<file path="config.mk">
export PLATFORM = sky130hd
export DESIGN_NAME = char_lcd_expander_writer
export DESIGN_NICKNAME = d
export VERILOG_FILES = /design/src/rtl/lcdw_pkg.sv /design/src/rtl/lcdw_digit_cell.sv /design/src/rtl/lcdw_digit_chain.sv /design/src/rtl/char_lcd_expander_writer.sv
export SDC_FILE = /design/constraint.sdc
export NUM_CORES = 1
export LEC_CHECK = 0
export BUFFER_PORTS_ARGS = -buffer_cell sky130_fd_sc_hd__clkbuf_2
export CAP_MARGIN = 20
export CORE_UTILIZATION = 50
export DETAILED_ROUTE_END_ITERATION = 6
export PLACE_DENSITY = 0.72
export SYNTH_ARGS = -nofsm -noshare
export SYNTH_HDL_FRONTEND = slang
export SYNTH_SLANG_ARGS = --single-unit
export TNS_END_PERCENT = 1
</file>
<file path="constraint.sdc">
create_clock -name clock -period 10.1 [get_ports clock]
set_input_delay 0.505 -clock clock [delete_from_list [all_inputs] [get_ports clock]]
set_output_delay 0.505 -clock clock [all_outputs]
set_load 0.02 [all_outputs]
</file>
<file path="src/rtl/lcdw_pkg.sv">
package lcdw_pkg;

   localparam int NUMBER_WIDTH = 32;
   localparam int DIGITS = (NUMBER_WIDTH * 30103) / 100000 + 1;
   localparam int SHIFT_CNT_W = $clog2(NUMBER_WIDTH + 1);
   localparam int DIGIT_CNT_W = $clog2(DIGITS + 1);

   localparam logic [1:0] CMD_INSTR  = 2'd0;
   localparam logic [1:0] CMD_CHAR   = 2'd1;
   localparam logic [1:0] CMD_CURSOR = 2'd2;
   localparam logic [1:0] CMD_NUMBER = 2'd3;

   localparam logic [7:0] CHAR_MINUS = 8'h2D;
   localparam logic [3:0] CHAR_DIGIT_HI = 4'h3;
   localparam logic BACKLIGHT_ON = 1'b1;

   typedef struct packed {
      logic [1:0]              command;
      logic [7:0]              byte_value;
      logic [1:0]              row;
      logic [4:0]              column;
      logic [NUMBER_WIDTH-1:0] number;
   } lcdw_req_type;

   typedef struct packed {
      logic [7:0] expander_byte;
      logic       last_of_run;
   } lcdw_rsp_type;

   typedef struct packed {
      logic clear;
      logic dabble;
      logic move;
   } lcdw_chain_ctrl_type;

   typedef enum logic [2:0] {
      ST_IDLE,
      ST_CONVERT,
      ST_TRIM,
      ST_NEXT,
      ST_EMIT
   } lcdw_state_type;

   typedef enum logic [1:0] {
      KIND_SINGLE,
      KIND_SIGN,
      KIND_DIGIT
   } lcdw_kind_type;

   function automatic logic [7:0] row_base(input logic [1:0] row);
      logic [7:0] base;
      case (row)
         2'd0: base = 8'h80;
         2'd1: base = 8'hC0;
         2'd2: base = 8'h94;
         2'd3: base = 8'hD4;
         default: base = 8'h80;
      endcase
      return base;
   endfunction

endpackage

</file>
<file path="src/rtl/lcdw_digit_cell.sv">
module lcdw_digit_cell (
   input  logic                        clock,
   input  lcdw_pkg::lcdw_chain_ctrl_type ctrl,
   input  logic                        bit_in,
   input  logic [3:0]                  digit_prev,
   output logic                        bit_out,
   output logic [3:0]                  digit
);

   logic [3:0] digit_ff;
   logic [3:0] digit_in;
   logic [3:0] adjusted;

   // A digit of five or more is corrected before the shift so that it carries.
   assign adjusted = (digit_ff >= 4'd5) ? digit_ff + 4'd3 : digit_ff;
   assign bit_out = adjusted[3];
   assign digit = digit_ff;

   always_comb begin
      digit_in = digit_ff;
      if (ctrl.clear) begin
         digit_in = 4'd0;
      end else if (ctrl.dabble) begin
         digit_in = {adjusted[2:0], bit_in};
      end else if (ctrl.move) begin
         digit_in = digit_prev;
      end
   end

   always_ff @(posedge clock) begin
      digit_ff <= digit_in;
   end

endmodule

</file>
<file path="src/rtl/lcdw_digit_chain.sv">
module lcdw_digit_chain (
   input  logic                        clock,
   input  lcdw_pkg::lcdw_chain_ctrl_type ctrl,
   input  logic                        bit_in,
   output logic [3:0]                  top_digit
);

   logic [lcdw_pkg::DIGITS:0] carry;
   logic [3:0]                digit_link [lcdw_pkg::DIGITS+1];

   assign carry[0] = bit_in;
   assign digit_link[0] = 4'd0;

   for (genvar i = 0; i < lcdw_pkg::DIGITS; i++) begin : g_cell
      lcdw_digit_cell u_cell (
         .clock      (clock),
         .ctrl       (ctrl),
         .bit_in     (carry[i]),
         .digit_prev (digit_link[i]),
         .bit_out    (carry[i+1]),
         .digit      (digit_link[i+1])
      );
   end

   assign top_digit = digit_link[lcdw_pkg::DIGITS];

endmodule

</file>
<file path="src/rtl/char_lcd_expander_writer.sv">
// Instruction, character and cursor transactions give 4 results on consecutive cycles,
// the first in the cycle after acceptance; busy stays high through them and no new one is taken.
// A number transaction shifts its magnitude into the decimal digit cells, emits the sign
// for a negative number only, skips each leading zero but the last digit, then emits each
// remaining digit; busy stays high throughout and no new one is taken. Results cannot be stalled.
// Synchronous reset returns the block to idle with busy low.
module char_lcd_expander_writer (
   input  logic                  clock,
   input  logic                  reset,
   input  logic                  start,
   output logic                  busy,
   input  lcdw_pkg::lcdw_req_type req_data,
   output logic                  rsp_valid,
   output lcdw_pkg::lcdw_rsp_type rsp_data
);

   lcdw_pkg::lcdw_state_type      state_ff, state_in;
   lcdw_pkg::lcdw_kind_type       kind_ff, kind_in;
   logic [1:0]                    phase_ff, phase_in;
   logic [7:0]                    byte_ff, byte_in;
   logic                          rs_ff, rs_in;
   logic                          neg_ff, neg_in;
   logic [lcdw_pkg::NUMBER_WIDTH-1:0] mag_ff, mag_in;
   logic [lcdw_pkg::SHIFT_CNT_W-1:0]  shift_cnt_ff, shift_cnt_in;
   logic [lcdw_pkg::DIGIT_CNT_W-1:0]  ndig_ff, ndig_in;

   lcdw_pkg::lcdw_chain_ctrl_type chain_ctrl;
   logic [3:0]                    top_digit;
   logic                          accept;
   logic                          last_digit;
   logic                          top_zero;
   logic [3:0]                    nibble;

   assign accept = start && (state_ff == lcdw_pkg::ST_IDLE);
   assign last_digit = (ndig_ff == lcdw_pkg::DIGIT_CNT_W'(1));
   assign top_zero = (top_digit == 4'd0);

   lcdw_digit_chain u_chain (
      .clock     (clock),
      .ctrl      (chain_ctrl),
      .bit_in    (mag_ff[lcdw_pkg::NUMBER_WIDTH-1]),
      .top_digit (top_digit)
   );

   always_comb begin
      state_in = state_ff;
      case (state_ff)
         lcdw_pkg::ST_IDLE: begin
            if (start) begin
               state_in = (req_data.command == lcdw_pkg::CMD_NUMBER) ?
                          lcdw_pkg::ST_CONVERT : lcdw_pkg::ST_EMIT;
            end
         end
         lcdw_pkg::ST_CONVERT: begin
            if (shift_cnt_ff == lcdw_pkg::SHIFT_CNT_W'(1)) begin
               state_in = neg_ff ? lcdw_pkg::ST_EMIT : lcdw_pkg::ST_TRIM;
            end
         end
         lcdw_pkg::ST_TRIM: begin
            if (!(top_zero && !last_digit)) begin
               state_in = lcdw_pkg::ST_EMIT;
            end
         end
         lcdw_pkg::ST_NEXT: begin
            state_in = lcdw_pkg::ST_EMIT;
         end
         lcdw_pkg::ST_EMIT: begin
            if (phase_ff == 2'd3) begin
               case (kind_ff)
                  lcdw_pkg::KIND_SIGN:  state_in = lcdw_pkg::ST_TRIM;
                  lcdw_pkg::KIND_DIGIT: state_in = last_digit ? lcdw_pkg::ST_IDLE :
                                                                lcdw_pkg::ST_NEXT;
                  default:              state_in = lcdw_pkg::ST_IDLE;
               endcase
            end
         end
         default: state_in = lcdw_pkg::ST_IDLE;
      endcase
   end

   always_comb begin
      busy = (state_ff != lcdw_pkg::ST_IDLE);
      rsp_valid = (state_ff == lcdw_pkg::ST_EMIT);
      nibble = phase_ff[1] ? byte_ff[3:0] : byte_ff[7:4];
      rsp_data.expander_byte = {nibble, lcdw_pkg::BACKLIGHT_ON, ~phase_ff[0], 1'b0, rs_ff};
      rsp_data.last_of_run = (phase_ff == 2'd3) &&
                             ((kind_ff == lcdw_pkg::KIND_SINGLE) ||
                              ((kind_ff == lcdw_pkg::KIND_DIGIT) && last_digit));
      chain_ctrl.clear = (state_ff == lcdw_pkg::ST_IDLE);
      chain_ctrl.dabble = (state_ff == lcdw_pkg::ST_CONVERT);
      chain_ctrl.move = ((state_ff == lcdw_pkg::ST_TRIM) && top_zero && !last_digit) ||
                        ((state_ff == lcdw_pkg::ST_EMIT) && (phase_ff == 2'd3) &&
                         (kind_ff == lcdw_pkg::KIND_DIGIT) && !last_digit);
   end

   always_comb begin
      kind_in = kind_ff;
      phase_in = phase_ff;
      byte_in = byte_ff;
      rs_in = rs_ff;
      neg_in = neg_ff;
      mag_in = mag_ff;
      shift_cnt_in = shift_cnt_ff;
      ndig_in = ndig_ff;
      case (state_ff)
         lcdw_pkg::ST_IDLE: begin
            phase_in = 2'd0;
            kind_in = lcdw_pkg::KIND_SINGLE;
            neg_in = req_data.number[lcdw_pkg::NUMBER_WIDTH-1];
            mag_in = req_data.number[lcdw_pkg::NUMBER_WIDTH-1] ?
                     (~req_data.number + lcdw_pkg::NUMBER_WIDTH'(1)) : req_data.number;
            shift_cnt_in = lcdw_pkg::SHIFT_CNT_W'(lcdw_pkg::NUMBER_WIDTH);
            ndig_in = lcdw_pkg::DIGIT_CNT_W'(lcdw_pkg::DIGITS);
            case (req_data.command)
               lcdw_pkg::CMD_INSTR: begin
                  byte_in = req_data.byte_value;
                  rs_in = 1'b0;
               end
               lcdw_pkg::CMD_CHAR: begin
                  byte_in = req_data.byte_value;
                  rs_in = 1'b1;
               end
               lcdw_pkg::CMD_CURSOR: begin
                  byte_in = lcdw_pkg::row_base(req_data.row) + {3'b000, req_data.column};
                  rs_in = 1'b0;
               end
               default: begin
                  byte_in = lcdw_pkg::CHAR_MINUS;
                  rs_in = 1'b1;
               end
            endcase
         end
         lcdw_pkg::ST_CONVERT: begin
            mag_in = {mag_ff[lcdw_pkg::NUMBER_WIDTH-2:0], 1'b0};
            shift_cnt_in = shift_cnt_ff - lcdw_pkg::SHIFT_CNT_W'(1);
            kind_in = lcdw_pkg::KIND_SIGN;
            phase_in = 2'd0;
         end
         lcdw_pkg::ST_TRIM: begin
            if (top_zero && !last_digit) begin
               ndig_in = ndig_ff - lcdw_pkg::DIGIT_CNT_W'(1);
            end else begin
               byte_in = {lcdw_pkg::CHAR_DIGIT_HI, top_digit};
               rs_in = 1'b1;
               kind_in = lcdw_pkg::KIND_DIGIT;
               phase_in = 2'd0;
            end
         end
         lcdw_pkg::ST_NEXT: begin
            byte_in = {lcdw_pkg::CHAR_DIGIT_HI, top_digit};
            phase_in = 2'd0;
         end
         lcdw_pkg::ST_EMIT: begin
            phase_in = phase_ff + 2'd1;
            if ((phase_ff == 2'd3) && (kind_ff == lcdw_pkg::KIND_DIGIT) && !last_digit) begin
               ndig_in = ndig_ff - lcdw_pkg::DIGIT_CNT_W'(1);
            end
         end
         default: begin
            phase_in = 2'd0;
         end
      endcase
   end

   always_ff @(posedge clock) begin
      if (reset) begin
         state_ff <= lcdw_pkg::ST_IDLE;
         phase_ff <= 2'd0;
         kind_ff <= lcdw_pkg::KIND_SINGLE;
      end else begin
         state_ff <= accept || (state_ff != lcdw_pkg::ST_IDLE) ? state_in : lcdw_pkg::ST_IDLE;
         phase_ff <= phase_in;
         kind_ff <= kind_in;
      end
   end

   always_ff @(posedge clock) begin
      byte_ff <= byte_in;
      rs_ff <= rs_in;
      neg_ff <= neg_in;
      mag_ff <= mag_in;
      shift_cnt_ff <= shift_cnt_in;
      ndig_ff <= ndig_in;
   end

endmodule
</file>
## After elaboration in Yosys (flattened, before gate mapping)

Index checks and enable logic that the tools add are counted.

| word-level totals | value |
|---|---|
| register bits | 99 |
| logic and storage cells | 162 |

| operators by class | value |
|---|---|
| equality and inequality tests | 21 |
| magnitude comparators | 10 |
| mux-type cells | 59 |
| bitwise operators | 3 |
| add/subtract/negate cells | 15 |
| reductions and logical operators | 35 |

Operator list:

| cell | number |
|---|---|
| $mux 4 | 32 |
| $pmux 32 s2 | 1 |
| $ge 4x3->1 const B | 10 |
| $add 4x2->4 const B | 9 |
| $add 32x1->32 const B | 1 |
| $mux 32 | 1 |
| $not 32->32 | 1 |
| $pmux 8 s4 | 1 |
| $mux 8 | 3 |
| $pmux 8 s3 | 1 |
| $mux 3 | 7 |
| $pmux 8 s2 | 1 |
| $pmux 3 s5 | 1 |
| $eq 2x2->1 const B | 6 |
| $pmux 4 s3 | 1 |
| $pmux 6 s2 | 1 |
| $reduce_bool 3->1 | 4 |
| $logic_and 1x1->1 | 11 |
| $add 8x5->8 | 1 |
| $pmux 2 s2 | 2 |
| $eq 2x1->1 const B | 3 |
| $eq 3x2->1 const B | 2 |
| $eq 6x1->1 const B | 1 |
| $logic_not 2->1 | 3 |
| other kinds (23) | 39 |

## Logic depth before layout (Yosys ltp)

Gate-level depths: netlist of run 1.

| depth | value |
|---|---|
| depth in word-level cells | 7 |
| mapped depth | 10 |
| mapped depth without buffers | 8 |

## Cells and area by module

A second synthesis of run 1 with hierarchy kept.

| second synthesis, totals | value |
|---|---|
| cells, all modules | 723 |
| area, all modules | 6444.9 um2 |

By module, submodules not included:

| module | area an instance (um2) | cells each | times used |
|---|---|---|---|
| char_lcd_expander_writer | 3638.5 | 372 | 1 |
| lcdw_digit_cell | 280.3 | 35 | 10 |
| lcdw_digit_chain | 3.8 | 1 | 1 |

## Worst setup path before layout of run 1

OpenSTA, ideal clock, no wires.

| timing path | value |
|---|---|
| path type | reg-to-reg |
| start | register state_ff[1] |
| end | register mag_ff[26] (netlist name), data pin |
| slack | 6.611 ns |
| path buffers | 3 |
| setup time | 0.146 ns |
| stages on the path, launching flop included | 7 |
| period minus slack after synthesis | 3.489 ns |
| required time | 9.954 ns |
| arrival time | 3.343 ns |
| path through | dfxtp_1 -> nor2_1 -> nand2_1 -> clkbuf_1 -> clkbuf_1 -> buf_1 -> a21oi_1 |

| on the way | value |
|---|---|
| word-level cells in the longest chain between the ends | 2 |
| elaborated cells on any way between the ends | 3 |

Ends and longest elaborated chain:

| element | RTL line | RTL |
|---|---|---|
| start: declaration | char_lcd_expander_writer.sv:17 | `lcdw_pkg::lcdw_state_type state_ff, state_in;` |
| start signal: assignment | char_lcd_expander_writer.sv:167 | `state_ff <= lcdw_pkg::ST_IDLE;` |
| start signal: assignment | char_lcd_expander_writer.sv:171 | `state_ff <= accept \|\| (state_ff != lcdw_pkg::ST_IDLE) ? state_in : lcdw_pkg::ST_IDLE;` |
| $eq 3x1->1 / $logic_not 3->1 (equally long branches) | char_lcd_expander_writer.sv:105 | `case (state_ff)` |
| $pmux 32 s2 * | char_lcd_expander_writer.sv:105 |  |
| named net mag_in (one bit) | char_lcd_expander_writer.sv:23 | `logic [lcdw_pkg::NUMBER_WIDTH-1:0] mag_ff, mag_in;` |
| end signal: assignment | char_lcd_expander_writer.sv:181 | `mag_ff <= mag_in;` |
| end: declaration | char_lcd_expander_writer.sv:23 |  |

Mark *: on every way through the listed nets, which the timed path passes. The rest lies on a longest branch.
A chain may end at the register's enable or synchronous reset.

## Final worst setup path of run 1

| timing path | value |
|---|---|
| start | register state_ff[2] |
| end | register u_chain.g_cell[4].u_cell.digit_ff[2] |

| on the way | value |
|---|---|
| word-level cells in the longest chain between the ends | 6 |
| elaborated cells on any way between the ends | 12 |

Ends and longest elaborated chain:

| element | RTL line | RTL |
|---|---|---|
| $eq 3x3->1 | char_lcd_expander_writer.sv:92 | `((state_ff == lcdw_pkg::ST_EMIT) && (phase_ff == 2'd3) &&` |
| $logic_and 1x1->1 (2 in a row) | char_lcd_expander_writer.sv:92 |  |
| $logic_and 1x1->1 | char_lcd_expander_writer.sv:93 | `(kind_ff == lcdw_pkg::KIND_DIGIT) && !last_digit);` |
| $logic_or 1x1->1 | char_lcd_expander_writer.sv:91 | `chain_ctrl.move = ((state_ff == lcdw_pkg::ST_TRIM) && top_zero && !last_digit) \|\|` |
| $reduce_bool 2->1 (no line) | -- |  |
| end signal: assignment | lcdw_digit_cell.sv:31 | `digit_ff <= digit_in;` |
| end: declaration | lcdw_digit_cell.sv:10 | `logic [3:0] digit_ff;` |

Several ways; a longest one is shown, not always the timed one.

==> results.md, run 1 <==
- Count of cells resized by post-cts repair: 0
- Synth Register Bits: 99
- Register area share after synthesis: 40.16%
- Fin area: ~6900 sq um
- Mapped Area: around 6200 sq um
- GRT Total Usage: 21.47%
- Hold Crit Start: reset
- Port bufs: 60
- CP endpoint kind: flop
- Ys async rst share: 0%
- Initial Utilization: between 50 and 60%
- Reg-to-Reg Start: state_ff[2]
- Critical path's top delay family: simple AND/OR/NAND/NOR gates
- Initial antenna violation count: 0
- Clock transition at path regs: 0.07 ns
- Synth warn: 0
- 1st-iter DRT viols: 333
- Post-Route M1 WL: 6.271 mm
- Design Power: 949.7 uW
- Area growth, synth to finish: 11.06%
- Largest net degree at the start of global routing: 107
- Critical Path Fanout Max: 57
- Vias: around 5.3k
- Antenna diode instance count: 0
- Nets: 843
- Reg2Reg Setup Slack: about 6.9 ns
- Clk Latency, worst-skew pair: 0.35 ns
- Largest area contributor in the netlist: edfxtp_1
- Leakage: 2.547 nW
- Fin. Hold Viols: 0
- Top post-synthesis cells by area: edfxtp_1, dfxtp_1, ha_1
- Syn Inst Count: 727
- Worst Tran Pin Value: ~1.0 ns
- Reg2reg end: u_chain.g_cell[4].u_cell.digit[2]
- DRT Pass-1 Iters: 5
- Final Skew: a little over 0.004 ns
- Net Count, Synth: a little over 800
- Unrepaired setup endpoints after global routing: false
- Post-Syn Area per Cell: around 8.6 sq um
- Max-cap violations: 0
- Power Dens Cells: around 140 nW/um^2
- Worst vdd ir: 0.00008146 V
- Critical setup path kind: flop to flop
- Final ANT Viol Nets: 0
- Clk sinks: just under 100
- Fin crit share: 31.40%
- DR top layer: met4
- Die area: 12910 sq um
- WL met3: around 550 um
- Status: finished, final reports clean
- Number of global-route vias before repair: 4888
- Most frequent cells in the layout: nand2_1, a21oi_1, o21ai_0
- Clock buffer depth: 2
- Crit path cell chain: nor2_4, buf_4, and2_2, or3_1, o21ai_0, a21oi_1
- Hold EP: kind_ff[0]
- Share of layout cells above drive strength 1: 12.98%
- Dpl cells: between 900 and 1k
- # DRC: 0
- Fin. max-slew vios: 0
- Top FF cell, synth: edfxtp_1
- DR WL met2: between 6 and 7 mm
- DRT Wirelength: roughly 13 mm
- CP max stage delay: 0.90 ns
- Max stage delay cell, worst path: and2_2
- Worst EP arrival: between 3 and 4 ns
- Die span in x: 113.6 um
- CTS hold repair buffers: 0
- Crit path time final: 3.171 ns
- Final setup fails: 0
- Final setup TNS: 0 ns
- Die height: 113.6 um
- Fin util: 57.38%
- Worst Path Buf+Inv: 1
- Htree depth: 3
- Commonest non-fill, non-tap cell in the layout: nand2_1
- Hold path depth: 2
- Row count: 40
- Post-CTS Repair Setup Buffers: 0
- Synth unique cells: 57
- Post-route insts no fill: approximately 930
- Worst min path class: input port to flop
- Worst EP required: 10.38 ns
- Avg WL per Cell: 14.17 um
- # fillers: 1085
- CORE AREA: 12060 sq um
- GP Congestion: 0.8348
- First-pass GRT wire length: between 20 and 25 mm
- Placement Cell Area: 6599 sq um
- Number of synthesized flops with an enable pin: 52
- DR vias/cell: 5.653
- TritonCTS clock tree: done
- CTS Buf Count: 9
- Max Clk Rate: 315.4 MHz
- Top Ports: 63
- Reg2reg path depth: 6
- Clock Tree Root: clkbuf_16
- Congestion Overflow GR: 0
- Relative slew slack: between 30% and 40%
- Startpoint Class: flop
- Hpwl dp: 8.962 mm
- Top-area cell type share of the netlist area: between 20% and 30%
## area by class of cell
cell class	instances	area, sq um	area share, %
Multi-Input combinational cell	548	3428	49.54
Sequential cell	99	2502	36.16
Timing Repair Buffer	64	327.8	4.737
Clock buffer	9	225.2	3.254
Tap cell	168	210.2	3.037
Inverter	36	135.1	1.953
Clock inverter	7	91.34	1.320
## report_power, final
group / switching, mW / internal (mW) / total (mW)
combinational: 0.0710 / 0.0424 / 0.113
sequential: 0.0129 / 0.459 / 0.472
clock: 0.148 / 0.216 / 0.365
## worst reg2reg max path, stage by stage (launching register included)
cell     delay (ns)
dfxtp_1        0.45
nor2_4         0.15
buf_4          0.45
and2_2         0.91
or3_1          0.78
o21ai_0        0.21
a21oi_1        0.15
## how the worst max path moves through the flow
stage / cells past startpoint / to / start
5_1_grt: 6 / u_chain.g_cell[4].u_cell.digit[2] / state_ff[2]
2_1_floorplan: 6 / mag_ff[26] / state_ff[1]
3_3_place_gp: 6 / u_chain.g_cell[5].u_cell.digit[0] / state_ff[2]
3_5_place_dp: 6 / u_chain.g_cell[7].u_cell.digit[2] / state_ff[2]
4_1_cts: 6 / u_chain.g_cell[7].u_cell.digit[2] / state_ff[2]
6_report: 6 / u_chain.g_cell[4].u_cell.digit[2] / state_ff[2]
## flip-flops by register name, indices dropped and copies added (netlist names)
signal	flops
state_ff	3
kind_ff	2
u_chain.g_cell.u_cell.digit	40
phase_ff	2
rs_ff	1
byte_ff	8
mag_ff	32
neg_ff	1
ndig_ff	4
shift_cnt_ff	6
## kinds of logic (layout without fill, tap and decap cells)
kind of cell | Yosys count | after routing | share of synthesized area [%]
AO/OA/AOI/OAI | 209 | 209 | 20.26
XOR/XNOR | 46 | 46 | 6.466
adder cells (fa/ha/maj) | 33 | 33 | 6.627
buffers and inverters | 80 | 116 | 5.161
flip-flops | 99 | 99 | 40.16
multiplexers | 11 | 11 | 1.847
other | 2 | 2 | 0.1205
AND/OR/NAND/NOR | 247 | 247 | 19.36
## per-stage QoR
stage          hold WS, ns  setup slack, ns
3_5_place_dp        0.4937            6.969
6_report            0.4011            6.929
2_1_floorplan       0.4704            6.611
3_3_place_gp        0.4825            7.050
5_1_grt             0.3949            6.553
4_1_cts             0.3859            6.894
## metal layers
| metal | GRT usage, % | vias up |
|---|---|---|
| met2 | 35.53 | 110 |
| met1 | 29.04 | 2465 |
| met3 | 3.613 | 13 |
| li1 | - | 2675 |
| met5 | 0 | - |
| met4 | 5.965 | 0 |
## cells in the mapped netlist, types with 21 or more instances
cell type	n
o21ai_0	63
xor2_1	29
edfxtp_1	52
nand3_1	26
nand2_1	76
clkbuf_1	32
nor3_1	21
nor2_1	63
a211oi_1	23
a21oi_1	74
inv_1	34
dfxtp_1	47
ha_1	33
Power figures use the tool's default switching activity.
==> run 2, diff against run 1 <==
- ABC_AREA: not set -> 1
- PLACE_DENSITY: 0.72 -> 0.75
- clock period: 10.1 -> 2.8 ns (I/O delays scaled with it)
==> run 2 against run 1 <==
Via count up 10%. Sequential power grew to 5.4 times the previous value. Count of clock-buffer cells in the layout grew 2. Setup slack worse by 6.3 ns. Sequential share of layout area fell by 1.4 points. First-iteration DRC count is 16% higher. Critical path type unchanged. Critical endpoint is now u_chain.g_cell[6].u_cell.digit[1]. Largest power group unchanged.
==> results.md, run 2 <==
- CORE AREA: 12620 sq um
- Most frequent cells after synthesis: nand2_1, o21ai_0, nor2_1, inv_1, nand3_1
- Max-cap violations: 0
- Largest net degree at the start of global routing: 107
- Port bufs: 60
- Clock power share: 21.4%
- TritonCTS clock tree: done
- Syn Inst Count: between 900 and 1k
- P_sw: 2.494 mW
- Initial Utilization: 51.47%
- Synth warn: 0
- Most frequent cells in the layout: nand2_1, o21ai_0, nor2_1
- Worst EP required: roughly 3.1 ns
- Synth Register Bits: 99
- Max Clk Rate: 470.1 MHz
- Clock transition at path regs: 0.07 ns
- Area growth, synth to finish: 10.96%
- Relative slew slack: 49.52%
- Count of cells resized by post-cts repair: 0
- Worst setup margin: 0.6727 ns
- Largest area contributor in the netlist: edfxtp_1
- Crit path time final: between 2 and 2.5 ns
- # DRC: 0
- Fin crit share: 75.98%
- Die height: 116.0 um
- Clk Latency, worst-skew pair: 0.35 ns
- Final setup TNS: 0 ns
- Status: finished, final reports clean
- Power Dens Cells: roughly 870 nW/um^2
- Top Ports: 63
- Unrepaired setup endpoints after global routing: false
- Max reg flops: 40
- Share of layout cells above drive strength 1: 10.70%
- Number of synthesized flops with an enable pin: 52
- Sw Share: around 40%
- Vias: 5801
- Setup WS pre-CTS: between 0.6 and 0.7 ns
- Nets: 1033
- Top post-synthesis cells by area: edfxtp_1, dfxtp_1, nand2_1
- Die area: between 10000 and 15000 sq um
- Sequential power share: roughly two fifths
- Net Count, Synth: 991
- Comb power frac: 37.6%
- 1st-iter DRT viols: 387
- Post-Syn Area per Cell: 7.169 sq um
- Final setup fails: 0
- First-pass GRT wire length: about 23 mm
- Top-count cell post-synth: nand2_1
- DRT Wirelength: 13.57 mm
- Hpwl dp: between 9 and 10 mm
- Critical Path Fanout Max: 36
- Top FF cell, synth: edfxtp_1
- CTS hold repair buffers: 0
- Final Skew: 0.007862 ns
- Cell-internal power: 3.772 mW
- Register area share after synthesis: 38.53%
- Die span in x: roughly 120 um
- CTS Buf Count: 9
- Ys async rst share: 0%
- Design Power: 6.265 mW
- Clk sinks: 99
- Leakage: just over 3 nW
- Avg WL per Cell: 12.06 um
- Startpoint Class: flop
- Htree depth: 3
- Fin. max-slew vios: 0
- Commonest non-fill, non-tap cell in the layout: nand2_1
- CP endpoint kind: flop
- Worst min path class: input port to flop
- # fillers: roughly 1.2k
- Clock buffer depth: 2
- Synth unique cells: 38
- Row count: 41
- GRT Total Usage: 21.24%
- Clock Tree Root: clkbuf_16
- Mapped Area: 6495 sq um
- Worst Tran Pin Value: 0.7572 ns
- GP Congestion: 0.9193
- Top-area cell type share of the netlist area: 24.04%
- Number of global-route vias before repair: 5108
- Worst vdd ir: about 0.00046 V
- Worst EP arrival: 2.41 ns
- Post-CTS Repair Setup Buffers: 0
- Final ANT Viol Nets: 0
- Antenna diode instance count: 0
- Fin. Hold Viols: 0
- Congestion Overflow GR: 0
- DRT Pass-1 Iters: 5
- Initial antenna violation count: 0
- DR vias/cell: 5.156
- Critical setup path kind: flop to flop
[run 2: layout make-up]
class / instances / area (sq um) / area share [%]
inverter: 103 / 389.1 / 5.399
multi-input combinational: 670 / 3430 / 47.59
clock buffer: 11 / 242.7 / 3.368
sequential: 99 / 2502 / 34.72
tap: 172 / 215.2 / 2.986
timing repair buffer: 65 / 350.3 / 4.861
clock inverter: 5 / 77.57 / 1.076
[run 2: worst paths after layout]
| kind | slack [ns] | start | to | cells past startpoint |
|---|---|---|---|---|
| min reg2reg | 0.50 | phase_ff[0] | phase_ff[0] | 1 |
| max reg2reg | 0.67 | ndig_ff[1] | u_chain.g_cell[6].u_cell.digit[1] | 10 |
| min | 0.02 | reset | kind_ff[1] | 2 |
| max | 0.67 | ndig_ff[1] | u_chain.g_cell[6].u_cell.digit[1] | 10 |
[run 2: routing by layer]
layer  global-route usage, %  part of all wire (%)  up-vias
met5                       0                     0        -
met4                   8.462                   1.7        0
met2                   34.76                    45      140
met1                   28.34                    49     2568
li1                        -                     -     3074
met3                   2.981                   3.9       19
[run 2: through the flow]
stage / cell area, sq um / utilization, % / hold WS [ns] / instances
global route: 7207 / 57.11 / 0.01892 / 1125
global placement: 6887 / 54.57 / 0.3769 / 1109
CTS: 7207 / 57.11 / 0.004050 / 1125
detailed placement: 6887 / 54.57 / 0.3782 / 1109
finish: 7207 / 57.11 / 0.01902 / 1125
floorplan: 6495 / - / 0.2091 / 906
[run 2: kinds of logic (layout without fill, tap and decap cells)]
family,count (synthesis),after routing,share of synthesized area [%]
buffers and inverters,137,184,8.784
other,2,2,0.1156
muxes,4,4,0.6935
DFF,99,99,38.53
adders and majority gates,33,33,6.357
xor gates and xnor gates,26,26,3.506
and+or+nand+nor,418,418,27.09
AOI/OAI and AO/OA,187,187,14.93
[run 2: critical path, cell delays in order, from the launching register on]
cell and delay [ns]:
edfxtp_1 0.38, inv_1 0.11, ha_1 0.17, nand3_2 0.12, inv_1 0.11, nor2_1 0.07
nand2_2 0.13, nand3_4 0.33, inv_4 0.39, nand2_1 0.08, a21oi_1 0.16
[run 2: power groups by stage]
stage               Combinational, mW  Sequential, mW  Clock [mW]
floorplan                        1.89            2.49           0
global placement                 2.32            2.56           0
detailed placement               2.37            2.58           0
CTS                              2.38            2.56        1.37
global route                     2.71            2.63        1.43
finish                           2.36            2.56        1.34
==> run 3, diff against run 2 <==
- clock period: 2.8 -> 1.76 ns (I/O delays scaled with it)
==> run 3 against run 2 <==
First-iteration DRC count rose by 51%. Final area grew 6.1%. Via count up 4.4%. Flip-flop and latch count unchanged. Global-route usage increased by 1.6 points. Clock power rose by 70%. Routed wire length grew 9.7%. Highest routed layer unchanged. Total power up 76%. Clock skew down 0.0012 ns. Utilization increased by 3.5 points.
==> results.md, run 3 (same netlist as run 2, synthesis figures left out) <==
- Placement Cell Area: between 7000 and 8000 sq um
- # fillers: 1199
- Avg WL per Cell: 12.90 um
- Max reg flops: 40
- Largest net degree at the start of global routing: 55
- Top Ports: 63
- Reg2reg path depth: 11
- CP startpoint: ndig_ff[1]
- Reg2reg end: u_chain.g_cell[7].u_cell.digit[3]
- End of the critical path: u_chain.g_cell[7].u_cell.digit[3]
- Commonest non-fill, non-tap cell in the layout: nand2_1
- GP Congestion: 0.9483
- Most frequent cells in the layout: nand2_1, nor2_1, o21ai_0
- P_sw: 4.317 mW
- Clk Latency, worst-skew pair: 0.35 ns
- Critical setup path kind: flop to flop
- Fin crit share: 98.59%
- Leakage: 3.269 nW
- Reg2Reg Setup Slack: 0.02 ns
- Clk sinks: 99
- Max Clk Rate: 576.3 MHz
- CP endpoint kind: flop
- Clock power share: a little over 20%
- Row count: 41
- Die height: about 120 um
- TritonCTS clock tree: done
- Unrepaired setup endpoints after global routing: true
- Max stage delay cell, worst path: edfxtp_1
- Fin. max-slew vios: 0
- First-pass GRT wire length: roughly 25 mm
- Worst min path class: input port to flop
- Clock buffer depth: 2
- Area growth, synth to finish: 17.72%
- Antenna diode instance count: 0
- Initial Utilization: 51.47%
- Worst EP arrival: 1.97 ns
- Worst Path Buf+Inv: 4
- Reg-to-Reg Start: ndig_ff[1]
- DR vias/cell: 5.248
- Clock Tree Root: clkbuf_16
- Die area: between 10000 and 15000 sq um
- Comb power frac: 42.5%
- Fin. Hold Viols: 0
- Worst vdd ir: 0.0005983 V
- Crit path cell chain: inv_2, ha_4, nand3_4, inv_4, nor2_2, nand2_2, nand3_4, buf_12, buf_12, o21ai_0, a21oi_1
- CTS Buf Count: 9
- Critical path's top delay family: buffers and inverters
- Final Skew: 0.006682 ns
- Sequential power share: a little under two fifths
- Crit path time final: 1.735 ns
- # DRC: 0
- Port bufs: 60
- Number of global-route vias before repair: 5502
- CORE AREA: 12620 sq um
- Vias: 6056
- Share of layout cells above drive strength 1: 14.56%
- Fin area: ~7600 sq um
- GRT Total Usage: 22.83%
- Htree depth: 3
- Worst EP required: 2.00 ns
- DRT Pass-1 Iters: 5
- DRT Wirelength: 14.89 mm
- Fin util: 60.59%
- Startpoint Class: flop
- Initial antenna violation count: 0
- Max-cap violations: 0
- Final setup fails: 0
- CP max stage delay: 0.40 ns
- Nets: 1062
- Hpwl dp: roughly 10 mm
- Congestion Overflow GR: 0
- Critical Path Fanout Max: 7
- Sw Share: around 40%
- Clock transition at path regs: around 0.07 ns
- Cell-internal power: 6.735 mW
- 1st-iter DRT viols: 584
- Final setup TNS: 0 ns
- Power Dens Cells: 1445 nW/um^2
- Worst path depth: 11
- Design Power: 11.05 mW
- Die span in x: 116.0 um
- Final ANT Viol Nets: 0
- Status: finished, final reports clean
## run 3: cell count changes in the layout (fill, tap and decap cells not counted), sizes merged
cell         change
buf             +24
dlygate4sd3      +1
clkinv           -1
clkbuf           +3
clkinvlp         +1
bufinv           +1
## run 3: routing by layer
layer	vias to the layer above	share of wire, %	global-route usage [%]
li1	3138	-	-
met1	2760	47	28.82
met2	145	47	39.56
met3	13	4.7	4.707
met4	0	1.1	6.154
met5	-	0	0
## run 3: power by group through the flow
stage | clock network, mW | logic, mW | registers (mW)
detailed placement | 0 | 4.13 | 4.08
global route | 2.42 | 5.26 | 4.18
CTS | 2.32 | 4.18 | 4.04
global placement | 0 | 4.05 | 4.06
finish | 2.28 | 4.70 | 4.07
floorplan | 0 | 3.02 | 3.95
## run 3: how the worst min path moves through the flow
stage,cells past startpoint,end,from
2_1_floorplan,1,kind_ff[1],reset
6_report,3,mag_ff[0],req_data[0]
5_1_grt,3,mag_ff[0],req_data[0]
4_1_cts,3,mag_ff[0],req_data[0]
3_3_place_gp,2,kind_ff[1],reset
3_5_place_dp,2,phase_ff[1],reset
## run 3: stage by stage
stage	hold slack (ns)	std cells	worst slack (ns)
floorplan	0.1571	906	-0.08086
CTS	0.0006799	1143	0.003741
global route	0.01198	1154	-0.06178
finish	0.009631	1154	0.02484
global placement	0.3177	1126	0.07452
detailed placement	0.3214	1126	0.02678
## run 3: layout make-up
cell class | count | area, sq um | area share [%]
Clock buffer | 10 | 229.0 | 2.995
Tap cell | 172 | 215.2 | 2.815
Sequential cell | 99 | 2506 | 32.78
Clock inverter | 6 | 111.4 | 1.456
Timing Repair Buffer | 94 | 713.2 | 9.327
Inverter | 103 | 401.6 | 5.253
Multi-Input combinational cell | 670 | 3470 | 45.38
## run 3: worst min-delay path, stage by stage
cell and delay, ns:
clkbuf_2 0.09, nand2_1 0.05, inv_1 0.04
## run 3: repair_timing
item	in CTS	in global routing
gates cloned	0	4
setup buffers	0	7
gates resized for setup	4	36
setup endpoints to repair	2	50
pin swaps	0	5
hold buffers	1	0
endpoints found under the hold margin	3	0
